[src/sv/assert_macros.svh]
// ----------------------------------------------------------------------------
// Assertion macros
// Shared concurrent assertion forms for the page cache RTL.
// ----------------------------------------------------------------------------
`ifndef ASSERT_MACROS_SVH
`define ASSERT_MACROS_SVH

// Same-cycle implication, checked on every rising clock edge out of reset.
`define ASSERT_IMP(label, clk, rstn, ante, cons) \
    label: assert property (@(posedge clk) disable iff (!(rstn)) (ante) |-> (cons)) \
        else $error("rmpc assertion failed");

// Next-cycle implication, checked on every rising clock edge out of reset.
`define ASSERT_NXT(label, clk, rstn, ante, cons) \
    label: assert property (@(posedge clk) disable iff (!(rstn)) (ante) |=> (cons)) \
        else $error("rmpc assertion failed");

`endif

[src/sv/rmpc_pkg.sv]
// ----------------------------------------------------------------------------
// rmpc_pkg
// Types and fixed constants of the randomized marking page cache.
// ----------------------------------------------------------------------------
`timescale 1ns / 1ps

package rmpc_pkg;

    localparam int PAGE_FIELD_W = 16;   // page_number / evicted_page field width
    localparam int RND_W        = 16;   // random_value field width
    localparam int STEP_W       = 4;    // counts the RND_W division steps
    localparam int CAP_W        = 5;    // capacity_in_use register width
    localparam logic [CAP_W-1:0] CAP_RESET = 5'd16;

    typedef enum logic [3:0] {
        ST_IDLE,
        ST_LOOK,
        ST_DECIDE,
        ST_DIV,
        ST_CAND,
        ST_CLOAD,
        ST_RANK,
        ST_CHECK,
        ST_DONE
    } rmpc_state_t;

    // Status of the shared subtract/compare unit
    typedef struct packed {
        logic lt;
        logic eq;
    } rmpc_cmp_t;

    typedef struct packed {
        logic [PAGE_FIELD_W-1:0] evicted_page;
        logic                    evicted_valid;
        logic                    miss_cost;
    } rmpc_result_t;

endpackage

[src/sv/rmpc_sub_unit.sv]
// ----------------------------------------------------------------------------
// rmpc_sub_unit
// Shared subtractor: difference, borrow (a < b) and equality of two operands.
// ----------------------------------------------------------------------------
`timescale 1ns / 1ps

module rmpc_sub_unit #(
    parameter int W = 16
) (
    input  logic [W-1:0]        a,
    input  logic [W-1:0]        b,
    output logic [W-1:0]        diff,
    output rmpc_pkg::rmpc_cmp_t cmp
);
    import rmpc_pkg::*;

    logic [W:0] full;

    assign full   = {1'b0, a} - {1'b0, b};
    assign diff   = full[W-1:0];
    assign cmp.lt = full[W];
    assign cmp.eq = (full[W-1:0] == '0);

endmodule

[src/sv/rmpc_slot_mem.sv]
// ----------------------------------------------------------------------------
// rmpc_slot_mem
// Page number store: one write port, one read port with registered data.
// ----------------------------------------------------------------------------
`timescale 1ns / 1ps

module rmpc_slot_mem #(
    parameter int DEPTH = 16,
    parameter int W     = 16
) (
    input  logic                     aclk,
    input  logic                     wr_en,
    input  logic [$clog2(DEPTH)-1:0] wr_addr,
    input  logic [W-1:0]             wr_data,
    input  logic                     rd_en,
    input  logic [$clog2(DEPTH)-1:0] rd_addr,
    output logic [W-1:0]             rd_data
);
    logic [W-1:0] mem [DEPTH];

    always_ff @(posedge aclk) begin
        if (wr_en) begin
            mem[wr_addr] <= wr_data;
        end
    end

    always_ff @(posedge aclk) begin
        if (rd_en) begin
            rd_data <= mem[rd_addr];
        end
    end

endmodule

[src/sv/randomized_marking_page_cache.sv]
// ----------------------------------------------------------------------------
// randomized_marking_page_cache
// Fully associative page store run by the randomized marking policy.
// ----------------------------------------------------------------------------
// Each request names a page and brings a random value; one result comes back
// per request, from an output register, so the next request may be taken
// while a result still waits. One request is worked on at a time; page
// comparisons and the division's trial subtractions go through one shared
// subtractor under a small sequencer, with page numbers held in a
// single-read-port memory scanned one slot a cycle. A hit or a fill of a
// free slot takes a lookup scan, a decision and a hand-off. An eviction
// adds 16 division steps for the rank (random value modulo unmarked count)
// and then, for each slot tried as a candidate, a page read and a scan of
// all slots for rank counting (a slot that is no candidate is just skipped).
// The hand-off also holds for as long as the previous result still waits on
// m_tready. Capacity writes are taken at once.
// ----------------------------------------------------------------------------
`timescale 1ns / 1ps
`include "assert_macros.svh"

module randomized_marking_page_cache #(
    parameter int MAX_SLOTS = 16,
    parameter int PAGE_BITS = 16
) (
    input  logic        aclk,
    input  logic        aresetn,
    // request channel
    input  logic        s_tvalid,
    output logic        s_tready,
    input  logic [31:0] s_tdata,   // [15:0] page_number, [31:16] random_value
    // result channel
    output logic        m_tvalid,
    input  logic        m_tready,
    output logic [23:0] m_tdata,   // [0] miss_cost, [1] evicted_valid,
                                   // [17:2] evicted_page, [23:18] zero
    // capacity_in_use write channel
    input  logic        cfg_valid,
    output logic        cfg_ready,
    input  logic [4:0]  cfg_data
);
    import rmpc_pkg::*;

    localparam int IW   = $clog2(MAX_SLOTS);        // slot index width
    localparam int CW   = $clog2(MAX_SLOTS + 1);    // count width
    localparam int CMPW = (CW > CAP_W) ? CW : CAP_W;
    localparam int UW   = (PAGE_BITS > CW + 1) ? PAGE_BITS : CW + 1;
    localparam logic [IW-1:0] LAST = IW'(MAX_SLOTS - 1);

    // State
    rmpc_state_t state_reg, state_next;

    logic [MAX_SLOTS-1:0] valid_reg,    valid_next;
    logic [MAX_SLOTS-1:0] unmarked_reg, unmarked_next;
    logic [CW-1:0]        occ_reg,      occ_next;
    logic [CAP_W-1:0]     cap_reg;
    logic                 out_vld_reg,  out_vld_next;
    logic                 issue_reg,    issue_next;
    logic                 rd_vld_reg,   rd_vld_next;

    // Payload
    logic [PAGE_BITS-1:0] req_reg,   req_next;
    logic [RND_W-1:0]     rnd_reg,   rnd_next;
    logic [PAGE_BITS-1:0] cand_page_reg, cand_page_next;
    logic [IW-1:0]        scan_idx_reg, scan_idx_next;
    logic [IW-1:0]        rd_idx_reg,   rd_idx_next;
    logic [IW-1:0]        hit_idx_reg,  hit_idx_next;
    logic [IW-1:0]        free_idx_reg, free_idx_next;
    logic [IW-1:0]        cand_idx_reg, cand_idx_next;
    logic                 hit_reg,      hit_next;
    logic                 free_fnd_reg, free_fnd_next;
    logic [CW-1:0]        cnt_reg,      cnt_next;
    logic [CW-1:0]        rem_reg,      rem_next;
    logic [CW-1:0]        rank_reg,     rank_next;
    logic [STEP_W-1:0]    step_reg,     step_next;
    rmpc_result_t         res_reg,      res_next;
    rmpc_result_t         out_reg,      out_next;

    // Memory and shared unit hookup
    logic                 mem_wr_en;
    logic [IW-1:0]        mem_wr_addr;
    logic                 mem_rd_en;
    logic [IW-1:0]        mem_rd_addr;
    logic [PAGE_BITS-1:0] mem_rd_data;
    logic [UW-1:0]        sub_a, sub_b, sub_diff;
    rmpc_cmp_t            sub_cmp;

    // Status
    logic                 scan_done;
    logic                 cand_ok;
    logic                 cand_last;
    logic                 step_last;
    logic                 room;
    logic                 out_free;
    logic [CW:0]          trial;
    logic [CMPW-1:0]      cap_ext, eff_cap;

    rmpc_slot_mem #(
        .DEPTH (MAX_SLOTS),
        .W     (PAGE_BITS)
    ) u_mem (
        .aclk    (aclk),
        .wr_en   (mem_wr_en),
        .wr_addr (mem_wr_addr),
        .wr_data (req_reg),
        .rd_en   (mem_rd_en),
        .rd_addr (mem_rd_addr),
        .rd_data (mem_rd_data)
    );

    rmpc_sub_unit #(
        .W (UW)
    ) u_sub (
        .a    (sub_a),
        .b    (sub_b),
        .diff (sub_diff),
        .cmp  (sub_cmp)
    );

    assign s_tready  = (state_reg == ST_IDLE);
    assign cfg_ready = 1'b1;
    assign m_tvalid  = out_vld_reg;
    assign m_tdata   = {6'b0, out_reg};

    // Clamp capacity to 1 .. MAX_SLOTS
    always_comb begin
        cap_ext = CMPW'(cap_reg);
        if (cap_reg == '0) begin
            eff_cap = CMPW'(1);
        end else if (cap_ext > CMPW'(MAX_SLOTS)) begin
            eff_cap = CMPW'(MAX_SLOTS);
        end else begin
            eff_cap = cap_ext;
        end
    end

    assign room      = (CMPW'(occ_reg) < eff_cap);
    assign scan_done = rd_vld_reg && (rd_idx_reg == LAST);
    assign cand_ok   = valid_reg[cand_idx_reg] && unmarked_reg[cand_idx_reg];
    assign cand_last = (cand_idx_reg == LAST);
    assign step_last = (step_reg == STEP_W'(RND_W - 1));
    assign out_free  = !out_vld_reg || m_tready;
    assign trial     = {rem_reg, rnd_reg[RND_W-1]};

    // Operand select for the shared unit: page equality during lookup,
    // page ordering during rank counting, trial subtract during division.
    always_comb begin
        case (state_reg)
            ST_DIV: begin
                sub_a = UW'(trial);
                sub_b = UW'(cnt_reg);
            end
            ST_RANK: begin
                sub_a = UW'(mem_rd_data);
                sub_b = UW'(cand_page_reg);
            end
            default: begin
                sub_a = UW'(mem_rd_data);
                sub_b = UW'(req_reg);
            end
        endcase
    end

    // Next state
    always_comb begin
        state_next = state_reg;
        case (state_reg)
            ST_IDLE: begin
                if (s_tvalid) begin
                    state_next = ST_LOOK;
                end
            end
            ST_LOOK: begin
                if (scan_done) begin
                    state_next = ST_DECIDE;
                end
            end
            ST_DECIDE: begin
                if (hit_reg || room || (cnt_reg == '0 && occ_reg == '0)) begin
                    state_next = ST_DONE;
                end else begin
                    state_next = ST_DIV;
                end
            end
            ST_DIV: begin
                if (step_last) begin
                    state_next = ST_CAND;
                end
            end
            ST_CAND: begin
                if (cand_ok) begin
                    state_next = ST_CLOAD;
                end else if (cand_last) begin
                    state_next = ST_DONE;
                end
            end
            ST_CLOAD: begin
                state_next = ST_RANK;
            end
            ST_RANK: begin
                if (scan_done) begin
                    state_next = ST_CHECK;
                end
            end
            ST_CHECK: begin
                if (rank_reg == rem_reg || cand_last) begin
                    state_next = ST_DONE;
                end else begin
                    state_next = ST_CAND;
                end
            end
            ST_DONE: begin
                if (out_free) begin
                    state_next = ST_IDLE;
                end
            end
            default: begin
                state_next = ST_IDLE;
            end
        endcase
    end

    // Datapath and outputs
    always_comb begin
        valid_next     = valid_reg;
        unmarked_next  = unmarked_reg;
        occ_next       = occ_reg;
        out_vld_next   = out_vld_reg && !m_tready;
        out_next       = out_reg;
        issue_next     = issue_reg;
        rd_vld_next    = 1'b0;
        rd_idx_next    = scan_idx_reg;
        req_next       = req_reg;
        rnd_next       = rnd_reg;
        cand_page_next = cand_page_reg;
        scan_idx_next  = scan_idx_reg;
        hit_idx_next   = hit_idx_reg;
        free_idx_next  = free_idx_reg;
        cand_idx_next  = cand_idx_reg;
        hit_next       = hit_reg;
        free_fnd_next  = free_fnd_reg;
        cnt_next       = cnt_reg;
        rem_next       = rem_reg;
        rank_next      = rank_reg;
        step_next      = step_reg;
        res_next       = res_reg;
        mem_wr_en      = 1'b0;
        mem_wr_addr    = free_idx_reg;
        mem_rd_en      = 1'b0;
        mem_rd_addr    = scan_idx_reg;

        case (state_reg)
            ST_IDLE: begin
                if (s_tvalid) begin
                    req_next      = PAGE_BITS'(s_tdata[PAGE_FIELD_W-1:0]);
                    rnd_next      = s_tdata[PAGE_FIELD_W +: RND_W];
                    scan_idx_next = '0;
                    issue_next    = 1'b1;
                    hit_next      = 1'b0;
                    free_fnd_next = 1'b0;
                    cnt_next      = '0;
                    res_next      = '0;
                end
            end
            ST_LOOK, ST_RANK: begin
                // Issue one slot read a cycle; process the registered read data once rd_vld_reg marks it valid
                if (issue_reg) begin
                    mem_rd_en   = 1'b1;
                    rd_vld_next = 1'b1;
                    if (scan_idx_reg == LAST) begin
                        issue_next = 1'b0;
                    end else begin
                        scan_idx_next = scan_idx_reg + IW'(1);
                    end
                end
                if (rd_vld_reg && state_reg == ST_LOOK) begin
                    if (valid_reg[rd_idx_reg] && sub_cmp.eq) begin
                        hit_next     = 1'b1;
                        hit_idx_next = rd_idx_reg;
                    end
                    if (valid_reg[rd_idx_reg] && unmarked_reg[rd_idx_reg]) begin
                        cnt_next = cnt_reg + CW'(1);
                    end
                    if (!valid_reg[rd_idx_reg] && !free_fnd_reg) begin
                        free_fnd_next = 1'b1;
                        free_idx_next = rd_idx_reg;
                    end
                end
                if (rd_vld_reg && state_reg == ST_RANK) begin
                    if (valid_reg[rd_idx_reg] && unmarked_reg[rd_idx_reg] && sub_cmp.lt) begin
                        rank_next = rank_reg + CW'(1);
                    end
                end
            end
            ST_DECIDE: begin
                res_next.miss_cost = !hit_reg;
                if (hit_reg) begin
                    unmarked_next[hit_idx_reg] = 1'b0;
                end else if (room) begin
                    // Fill the first free slot, marked
                    mem_wr_en                   = 1'b1;
                    valid_next[free_idx_reg]    = 1'b1;
                    unmarked_next[free_idx_reg] = 1'b0;
                    occ_next                    = occ_reg + CW'(1);
                end else begin
                    // With no unmarked resident page left, start a new phase: unmark every resident page
                    if (cnt_reg == '0) begin
                        unmarked_next = valid_reg;
                        cnt_next      = occ_reg;
                    end
                    rem_next      = '0;
                    step_next     = '0;
                    cand_idx_next = '0;
                end
            end
            ST_DIV: begin
                // Restoring division, one bit of the random value a step
                if (sub_cmp.lt) begin
                    rem_next = trial[CW-1:0];
                end else begin
                    rem_next = sub_diff[CW-1:0];
                end
                rnd_next  = rnd_reg << 1;
                step_next = step_reg + STEP_W'(1);
            end
            ST_CAND: begin
                if (cand_ok) begin
                    mem_rd_en   = 1'b1;
                    mem_rd_addr = cand_idx_reg;
                end else if (!cand_last) begin
                    cand_idx_next = cand_idx_reg + IW'(1);
                end
            end
            ST_CLOAD: begin
                cand_page_next = mem_rd_data;
                scan_idx_next  = '0;
                issue_next     = 1'b1;
                rank_next      = '0;
            end
            ST_CHECK: begin
                if (rank_reg == rem_reg) begin
                    // Evict the candidate, insert the request marked
                    mem_wr_en                   = 1'b1;
                    mem_wr_addr                 = cand_idx_reg;
                    unmarked_next[cand_idx_reg] = 1'b0;
                    res_next.evicted_valid      = 1'b1;
                    res_next.evicted_page       = PAGE_FIELD_W'(cand_page_reg);
                end else if (!cand_last) begin
                    cand_idx_next = cand_idx_reg + IW'(1);
                end
            end
            ST_DONE: begin
                if (out_free) begin
                    out_vld_next = 1'b1;
                    out_next     = res_reg;
                end
            end
            default: begin
            end
        endcase
    end

    // Control registers
    always_ff @(posedge aclk) begin
        if (!aresetn) begin
            state_reg    <= ST_IDLE;
            valid_reg    <= '0;
            unmarked_reg <= '0;
            occ_reg      <= '0;
            cap_reg      <= CAP_RESET;
            out_vld_reg  <= 1'b0;
            issue_reg    <= 1'b0;
            rd_vld_reg   <= 1'b0;
        end else begin
            state_reg    <= state_next;
            valid_reg    <= valid_next;
            unmarked_reg <= unmarked_next;
            occ_reg      <= occ_next;
            out_vld_reg  <= out_vld_next;
            issue_reg    <= issue_next;
            rd_vld_reg   <= rd_vld_next;
            if (cfg_valid && cfg_ready) begin
                cap_reg <= cfg_data;
            end
        end
    end

    // Payload registers
    always_ff @(posedge aclk) begin
        req_reg       <= req_next;
        rnd_reg       <= rnd_next;
        cand_page_reg <= cand_page_next;
        scan_idx_reg  <= scan_idx_next;
        rd_idx_reg    <= rd_idx_next;
        hit_idx_reg   <= hit_idx_next;
        free_idx_reg  <= free_idx_next;
        cand_idx_reg  <= cand_idx_next;
        hit_reg       <= hit_next;
        free_fnd_reg  <= free_fnd_next;
        cnt_reg       <= cnt_next;
        rem_reg       <= rem_next;
        rank_reg      <= rank_next;
        step_reg      <= step_next;
        res_reg       <= res_next;
        out_reg       <= out_next;
    end

    // Occupancy tracks the resident pages exactly
    `ASSERT_IMP(a_occ_matches_valid, aclk, aresetn, 1'b1, $countones(valid_reg) == occ_reg)
    // Partial remainder stays below the divisor throughout the division
    `ASSERT_IMP(a_rem_below_cnt, aclk, aresetn, state_reg == ST_DIV, rem_reg < cnt_reg)
    // An eviction is always reported as a fault
    `ASSERT_IMP(a_evict_is_miss, aclk, aresetn, out_vld_reg && out_reg.evicted_valid, out_reg.miss_cost)
    // An accepted request starts the lookup scan
    `ASSERT_NXT(a_accept_starts_look, aclk, aresetn, s_tvalid && s_tready, state_reg == ST_LOOK && issue_reg)

endmodule
[config.mk]
export PLATFORM = sky130hd
export DESIGN_NAME = randomized_marking_page_cache
export DESIGN_NICKNAME = d
export VERILOG_FILES = /design/src/sv/rmpc_pkg.sv /design/src/sv/rmpc_sub_unit.sv /design/src/sv/rmpc_slot_mem.sv /design/src/sv/randomized_marking_page_cache.sv
export VERILOG_INCLUDE_DIRS = /design/src /design/src/sv
export SDC_FILE = /design/constraint.sdc
export NUM_CORES = 1
export LEC_CHECK = 0
export ABC_AREA = 1
export BUFFER_PORTS_ARGS = -buffer_cell sky130_fd_sc_hd__buf_2
export CAP_MARGIN = 20
export CORE_MARGIN = 5
export CORE_UTILIZATION = 60
export CTS_BUF_LIST = sky130_fd_sc_hd__clkbuf_2 sky130_fd_sc_hd__clkbuf_4 sky130_fd_sc_hd__clkbuf_8
export CTS_CLUSTER_DIAMETER = 40
export DETAILED_ROUTE_END_ITERATION = 7
export PLACE_DENSITY = 0.77
export SLEW_MARGIN = 25
export SYNTH_ARGS = -nofsm -noshare
export SYNTH_HDL_FRONTEND = slang
export SYNTH_HIERARCHICAL = 1
export SYNTH_SLANG_ARGS = --single-unit
[constraint.sdc]
create_clock -name aclk -period 5.71 [get_ports aclk]
set_clock_uncertainty 0.1 [all_clocks]
set_input_delay 0 -clock aclk [delete_from_list [all_inputs] [get_ports aclk]]
set_output_delay 0 -clock aclk [all_outputs]
set_load 0.01 [all_outputs]
==> metrics.yaml, run 1 <==
worst_setup_path:
  critical-path-top-delay-family: "simple AND/OR/NAND/NOR gates"
  endpoint_kind: "flop"
  arrival_ns: 5.20
  cp_num_buf_inv: 4
  cp_slowest_cell: "edfxtp_1"
  crit_chain: "inv_6 > nand2_1 > nand3_1 > nand2_1 > nand2_1 > nand2_1 > inv_2 > nand2_1 > nand3_1 > o21ai_4 > buf_4 > buf_4 > nand2_1 > nand3_1 > nand3_1 > nand3_1 > nand2_1"
  slowest_delay_ns: 0.98
  cp-start-kind: "flop"
  crit_top_cell: "nand2_1"
  cp.required_ns: 5.99
  crit_fanout: 81
  crit_type: "flop to flop"
clock_tree:
  cts_tree: "done"
  insertion_delay_ns: 0.64
  ctsLongestPathBuffers: 3
  htreeDepth: 3
  clkSinkCount: 446
  ctsResizeCount: 0
  cts_buffers: 76
  ctsRootBufferMaster: "clkbuf_8"
  clk_pin_slew_ns: 0.06
global_routing:
  grt_max_degree: 82
  antenna_found_initial: 0
  grt_pass1_vias: 16600
  grt_overflow: 0
  grt_use_total_pct: 28.3
  grt_first_pass_wirelength_um: 89900
final_layout:
  antenna_cells: 0
  finalNetCount: 2604
  instances_no_fill: 3042
  drive_gt1_share_pct: 11.3
  area_growth_pct: 12.8
  fill_cells: 2693
  largest_reg_flops: 256
die:
  rows: 69
  die_area_um2: 40200
  die_w_um: 200
  chipHeight_um: 200
  design.core.area_um2: 35700
  io-pin-count: 69
  start_util_pct: 61.0
placed_design:
  globalplace.congestion: 0.983
  post-place-cells: 2849
  port-buffer-count: 61
  dp.final_hpwl_um: 35600
timing:
  period_share_pct: 86.2
  period_needed_ns: 4.92
  slew-limit-headroom_pct: 35.8
  final-setup-viol-count: 0
  fin_setup_tns_ns: 0
  worstMarginPinSlew_ns: 0.963
  slew_violations: 0
  rsz0062_at_grt: "no"
  max_freq_ghz: 0.203
  hold_violations: 0
outcome:
  status: "finished clean"
power:
  p_leak_nw: 10.8
  cellPowerDensity_nw_per_um2: 418
  ir_drop_uv: 319
run:
  drv_cap: 0
synth:
  postSynthCellCount: 2386
  synth_area_per_cell_um2: 9.12
  netlist_area_um2: 21800
  yosys_warnings: 6
route:
  firstDrtPassIters: 5
  route.detailed.wl_per_inst_um: 18.9
  via_count: 16900
  drt-vias-per-instance: 5.54
  drc: 0
  drt_wl_total_um: 57500
  ant_nets: 0
  initialDrtViolationCount: 1634
worst_hold_path:
  min_path_type: "input port to flop"
[routing by layer]
| metal | share of wire [%] | vias up | wire [µm] | GRT usage [%] |
|---|---|---|---|---|
| li1 | - | 8024 | - | - |
| met1 | 39 | 7863 | 22600 | 37.3 |
| met2 | 48 | 822 | 27600 | 46.8 |
| met3 | 9.1 | 157 | 5220 | 5.41 |
| met4 | 3.7 | 0 | 2100 | 10.9 |
| met5 | 0 | - | 0 | 0 |
[final timing paths]
| check | start | to | slack [ns] | cells past startpoint |
|---|---|---|---|---|
| worst max-delay path | cand_idx_reg[0] | u_mem/rd_data[10] | 0.79 | 17 |
| worst min-delay path | s_tdata[11] | req_reg[11] | 0.04 | 2 |
| worst max register to register | cand_idx_reg[0] | u_mem/rd_data[10] | 0.79 | 17 |
| worst min register to register | res_reg[3] | m_tdata[3] | 0.32 | 0 |
[placed cells by master (no fill, tap or decap), types with 3 or more instances in the layout]
cell type,count
o21ai_2,10
nand3b_1,5
dlygate4sd3_1,64
ha_1,31
buf_4,33
conb_1,7
buf_12,3
clkbuf_4,25
nor2_1,118
dfxtp_1,53
inv_6,5
nor2_2,12
a21oi_2,9
edfxtp_1,393
nor3_2,3
bufinv_16,4
o21ai_1,4
a21oi_1,74
o22ai_1,3
nand2_1,727
o31ai_1,8
nand3_1,272
clkbuf_8,79
a211oi_1,7
buf_2,61
o221ai_1,5
xor2_1,9
nand4_1,11
clkinv_2,6
a221oi_1,10
inv_1,388
clkinv_1,11
nand2_2,13
nand3_2,6
nor3_1,20
o21ai_0,50
inv_2,11
[report_power, final]
group	internal (mW)	switching [mW]	leakage (nW)
sequential	4.00	0.304	4.02
combinational	0.926	2.14	5.95
clock	1.63	1.27	0.801
[cell type report]
class,count,area (µm²),share of cell area (%)
Clock buffer,104,1270,5.19
Clock inverter,25,233,0.948
Inverter,403,1520,6.21
Multi-Input combinational cell,1442,6830,27.8
Sequential cell,446,12900,52.4
Tap cell,461,577,2.35
Timing Repair Buffer,161,1250,5.11
[through the flow]
step           total power, mW  area, µm²  worst slack [ns]  hold slack, ns  util (%)
6_report                  10.3      24600             0.790          0.0414      68.9
5_1_grt                   10.8      24600             0.437          0.0150      68.9
4_1_cts                   10.3      24500             0.906         0.00161      68.8
3_5_place_dp              7.33      22400             0.910          0.0781      62.8
3_3_place_gp              7.25      22400             0.994          0.0772      62.8
2_1_floorplan             6.51      21800              2.20        -0.00237         -
[worst reg2reg max path, stage by stage (launching register included)]
cell	delay, ns
edfxtp_1	0.98
inv_6	0.24
nand2_1	0.15
nand3_1	0.07
nand2_1	0.10
nand2_1	0.07
nand2_1	0.09
inv_2	0.03
nand2_1	0.09
nand3_1	0.48
o21ai_4	0.36
buf_4	0.50
buf_4	0.80
nand2_1	0.20
nand3_1	0.13
nand3_1	0.13
nand3_1	0.11
nand2_1	0.07
[repair_timing]
| action | 4_1_cts | 5_1_grt |
|---|---|---|
| hold buffers | 64 | 0 |
| setup buffers | 0 | 0 |
| hold endpoints to repair | 85 | 0 |
Note: power is estimated with default switching activity, not from simulation.
==> inputs of run 2 (changes only) <==
- ABC_AREA: 1 -> not set
- PLACE_DENSITY: 0.77 -> not set
- PLACE_DENSITY_LB_ADDON: not set -> 0.25
==> metrics.yaml, run 2 <==
outcome:
  status: "finished clean"
worst_setup_path:
  slowest_delay_ns: 0.62  # -0.36 ns
  cp.required_ns: 5.88  # -0.11 ns
  cp_num_buf_inv: 3  # -1
  endpoint_kind: "flop"
  timing.rr.end: "hit_idx_reg[2]"
  reg2reg_slack_ns: 0.76  # -0.03 ns
  cp_slowest_cell: "dfxtp_1"
  cp-start-kind: "flop"
  arrival_ns: 5.12  # -0.08 ns
  crit_type: "flop to flop"
  reg2reg_from: "state_reg[2]"
  crit_fanout: 19  # -77%
  critical-path-top-delay-family: "simple AND/OR/NAND/NOR gates"
  crit_chain: "nand2b_1 > nor3b_2 > buf_4 > nor2_1 > buf_4 > a221o_1 > ha_1 > inv_1 > fa_1 > a21oi_1 > o211ai_1 > a31oi_1 > xnor2_1 > nor4_1 > o2111ai_1 > nor4b_2 > nand2_1 > nor2_1"
  ff2ff_path_depth: 18  # +1
clock_tree:
  insertion_delay_ns: 0.62  # -0.02 ns
  ctsLongestPathBuffers: 3  # unchanged
  cts_tree: "done"
  clkSinkCount: 446  # unchanged
  ctsRootBufferMaster: "clkbuf_8"
  htreeDepth: 3  # unchanged
  cts_buffers: 74  # -2.6%
  ctsResizeCount: 0  # unchanged
  clk_pin_slew_ns: 0.06  # about the same
  cts_setup_buffers: 0  # unchanged
final_layout:
  final_cell_mix: "edfxtp_1, nand2_1, clkbuf_8, dlygate4sd3_1, mux4_2"
  utilization_pct: 69.9  # +1.0 points
  fill_cells: 2116  # -21%
  finalNetCount: 1597  # -39%
  largest_reg_flops: 256  # unchanged
  multi_input_area_um2: 6310  # -7.6%
  antenna_cells: 0  # unchanged
  drive_gt1_share_pct: 19.9  # +8.6 points
  final_common_cell: "edfxtp_1"
  area_growth_pct: 15.4
  seq_area_um2: 12900  # unchanged
global_routing:
  grt_overflow: 0  # unchanged
  grt_pass1_vias: 11800  # -29%
  grt_use_total_pct: 23.7  # -4.5 points
  grt_max_degree: 52  # -37%
  antenna_found_initial: 0  # unchanged
  grt_first_pass_wirelength_um: 66700  # -26%
route:
  via_count: 12100  # -28%
  initialDrtViolationCount: 1175  # -28%
  ant_nets: 0  # unchanged
  drt_wl_total_um: 42600  # -26%
  drt-vias-per-instance: 5.98  # +7.9%
  drc: 0  # unchanged
  firstDrtPassIters: 5  # unchanged
  route.detailed.wl_per_inst_um: 21.0  # +11%
die:
  start_util_pct: 60.6  # -0.47 points
  chipHeight_um: 191  # -4.7%
  die_w_um: 191  # -4.7%
  io-pin-count: 69  # unchanged
  die_area_um2: 36500  # -9.2%
  rows: 66  # -4.3%
  design.core.area_um2: 32500  # -9.0%
power:
  switchingPower_mw: 2.77  # -25%
  cellPowerDensity_nw_per_um2: 409  # -2.1%
  power_frac_comb_pct: 23.4  # -6.5 points
  p_leak_nw: 7.93  # -26%
  p_clk_share_pct: 31.0  # +2.8 points
  swShare_pct: 29.8  # -6.3 points
  p_int_mw: 6.51  # -0.57%
  power_mw: 9.28  # -9.5%
  ir_drop_uv: 392  # +23%
  pwr-share-seq_pct: 45.7  # +3.8 points
timing:
  final-setup-viol-count: 0  # unchanged
  slew-limit-headroom_pct: 27.2  # -8.6 points
  hold_violations: 0  # unchanged
  rsz0062_at_grt: "no"
  slew_violations: 0  # unchanged
  period_needed_ns: 4.95  # +0.0263 ns
  worstMarginPinSlew_ns: 1.08  # +0.114 ns
  period_share_pct: 86.6  # +0.46 points
  max_freq_ghz: 0.202  # -0.53%
  fin_setup_tns_ns: 0  # unchanged
placed_design:
  port-buffer-count: 61  # unchanged
  globalplace.congestion: 0.873  # -11%
  dp.final_hpwl_um: 27200  # -24%
synth:
  yosys_warnings: 6  # unchanged
  netlist_area_um2: 19700  # -9.7%
  postSynthCellCount: 1362  # -43%
  synth_area_per_cell_um2: 14.4  # +58%
worst_hold_path:
  whs_path_depth: 4  # +2
  holdPathEnd: "rnd_reg[9]"
  min_path_type: "input port to flop"
  min-delay-start: "s_tdata[25]"
run:
  drv_cap: 0  # unchanged
-- run 2: cell types whose count changed in the layout (fill, tap and decap cells not counted), sizes merged, moves of 29 or more --
cell	previous run	this run
nor2b	0	29
mux4	0	74
inv	407	42
a21oi	84	24
o21ai	66	29
nor2	133	60
nand2	740	161
nand3	279	59
a22oi	0	39
-- run 2: final cells by class --
class / count / share of cell area, %
clock inverter: 33 / 1.23
inverter: 39 / 0.645
clock buffer: 104 / 5.62
timing repair buffer: 163 / 5.53
tap: 442 / 2.44
multi-input combinational: 799 / 27.8
sequential: 446 / 56.7
-- run 2: what timing repair did --
action,in CTS,in global routing
endpoints found under the hold margin,67,0
endpoints found under the setup margin,0,0
hold buffers,68,0
-- run 2: through the flow --
stage                     cell area (µm²)  setup WS, ns  hold WS (ns)  instances
after detailed placement            20400         0.800        0.0781       1821
after global routing                22700         0.383        0.0741       2026
after CTS                           22700         0.767        0.0479       2026
after global placement              20400         0.994        0.0765       1821
after floorplan                     19700          1.33      -0.00113       1367
final                               22700         0.763        0.0962       2026
-- run 2: metal layers --
metal	share of wire, %	vias up	global-route usage, %
met2	48	471	38.0
met5	0	-	0
met4	1.6	0	6.05
met3	6.7	69	4.57
li1	-	5580	-
met1	44	6002	34.3
-- run 2: how the worst max path moves through the flow --
stage                     slack (ns)        endpoint  depth (start not counted)          from
after CTS                       0.77  hit_idx_reg[2]                         18  state_reg[2]
after detailed placement        0.80  hit_idx_reg[3]                         18  state_reg[2]
after floorplan                 1.33  hit_idx_reg[0]                         20  state_reg[0]
after global routing            0.38  hit_idx_reg[2]                         18  state_reg[2]
final                           0.76  hit_idx_reg[2]                         18  state_reg[2]
after global placement          0.99  hit_idx_reg[0]                         18  state_reg[2]
-- run 2: tightest hold or removal path: stages --
cell	delay, ns
dlygate4sd3_1	0.52
buf_2	0.09
nand2_1	0.04
nand2_1	0.05
-- run 2: power groups by stage --
stage               Clock (mW)  Sequential [mW]  Combinational (mW)
floorplan                    0             4.14                1.69
global placement             0             4.28                2.08
detailed placement           0             4.31                2.11
CTS                       2.93             4.24                2.16
global route              3.11             4.27                2.36
finish                    2.87             4.24                2.17
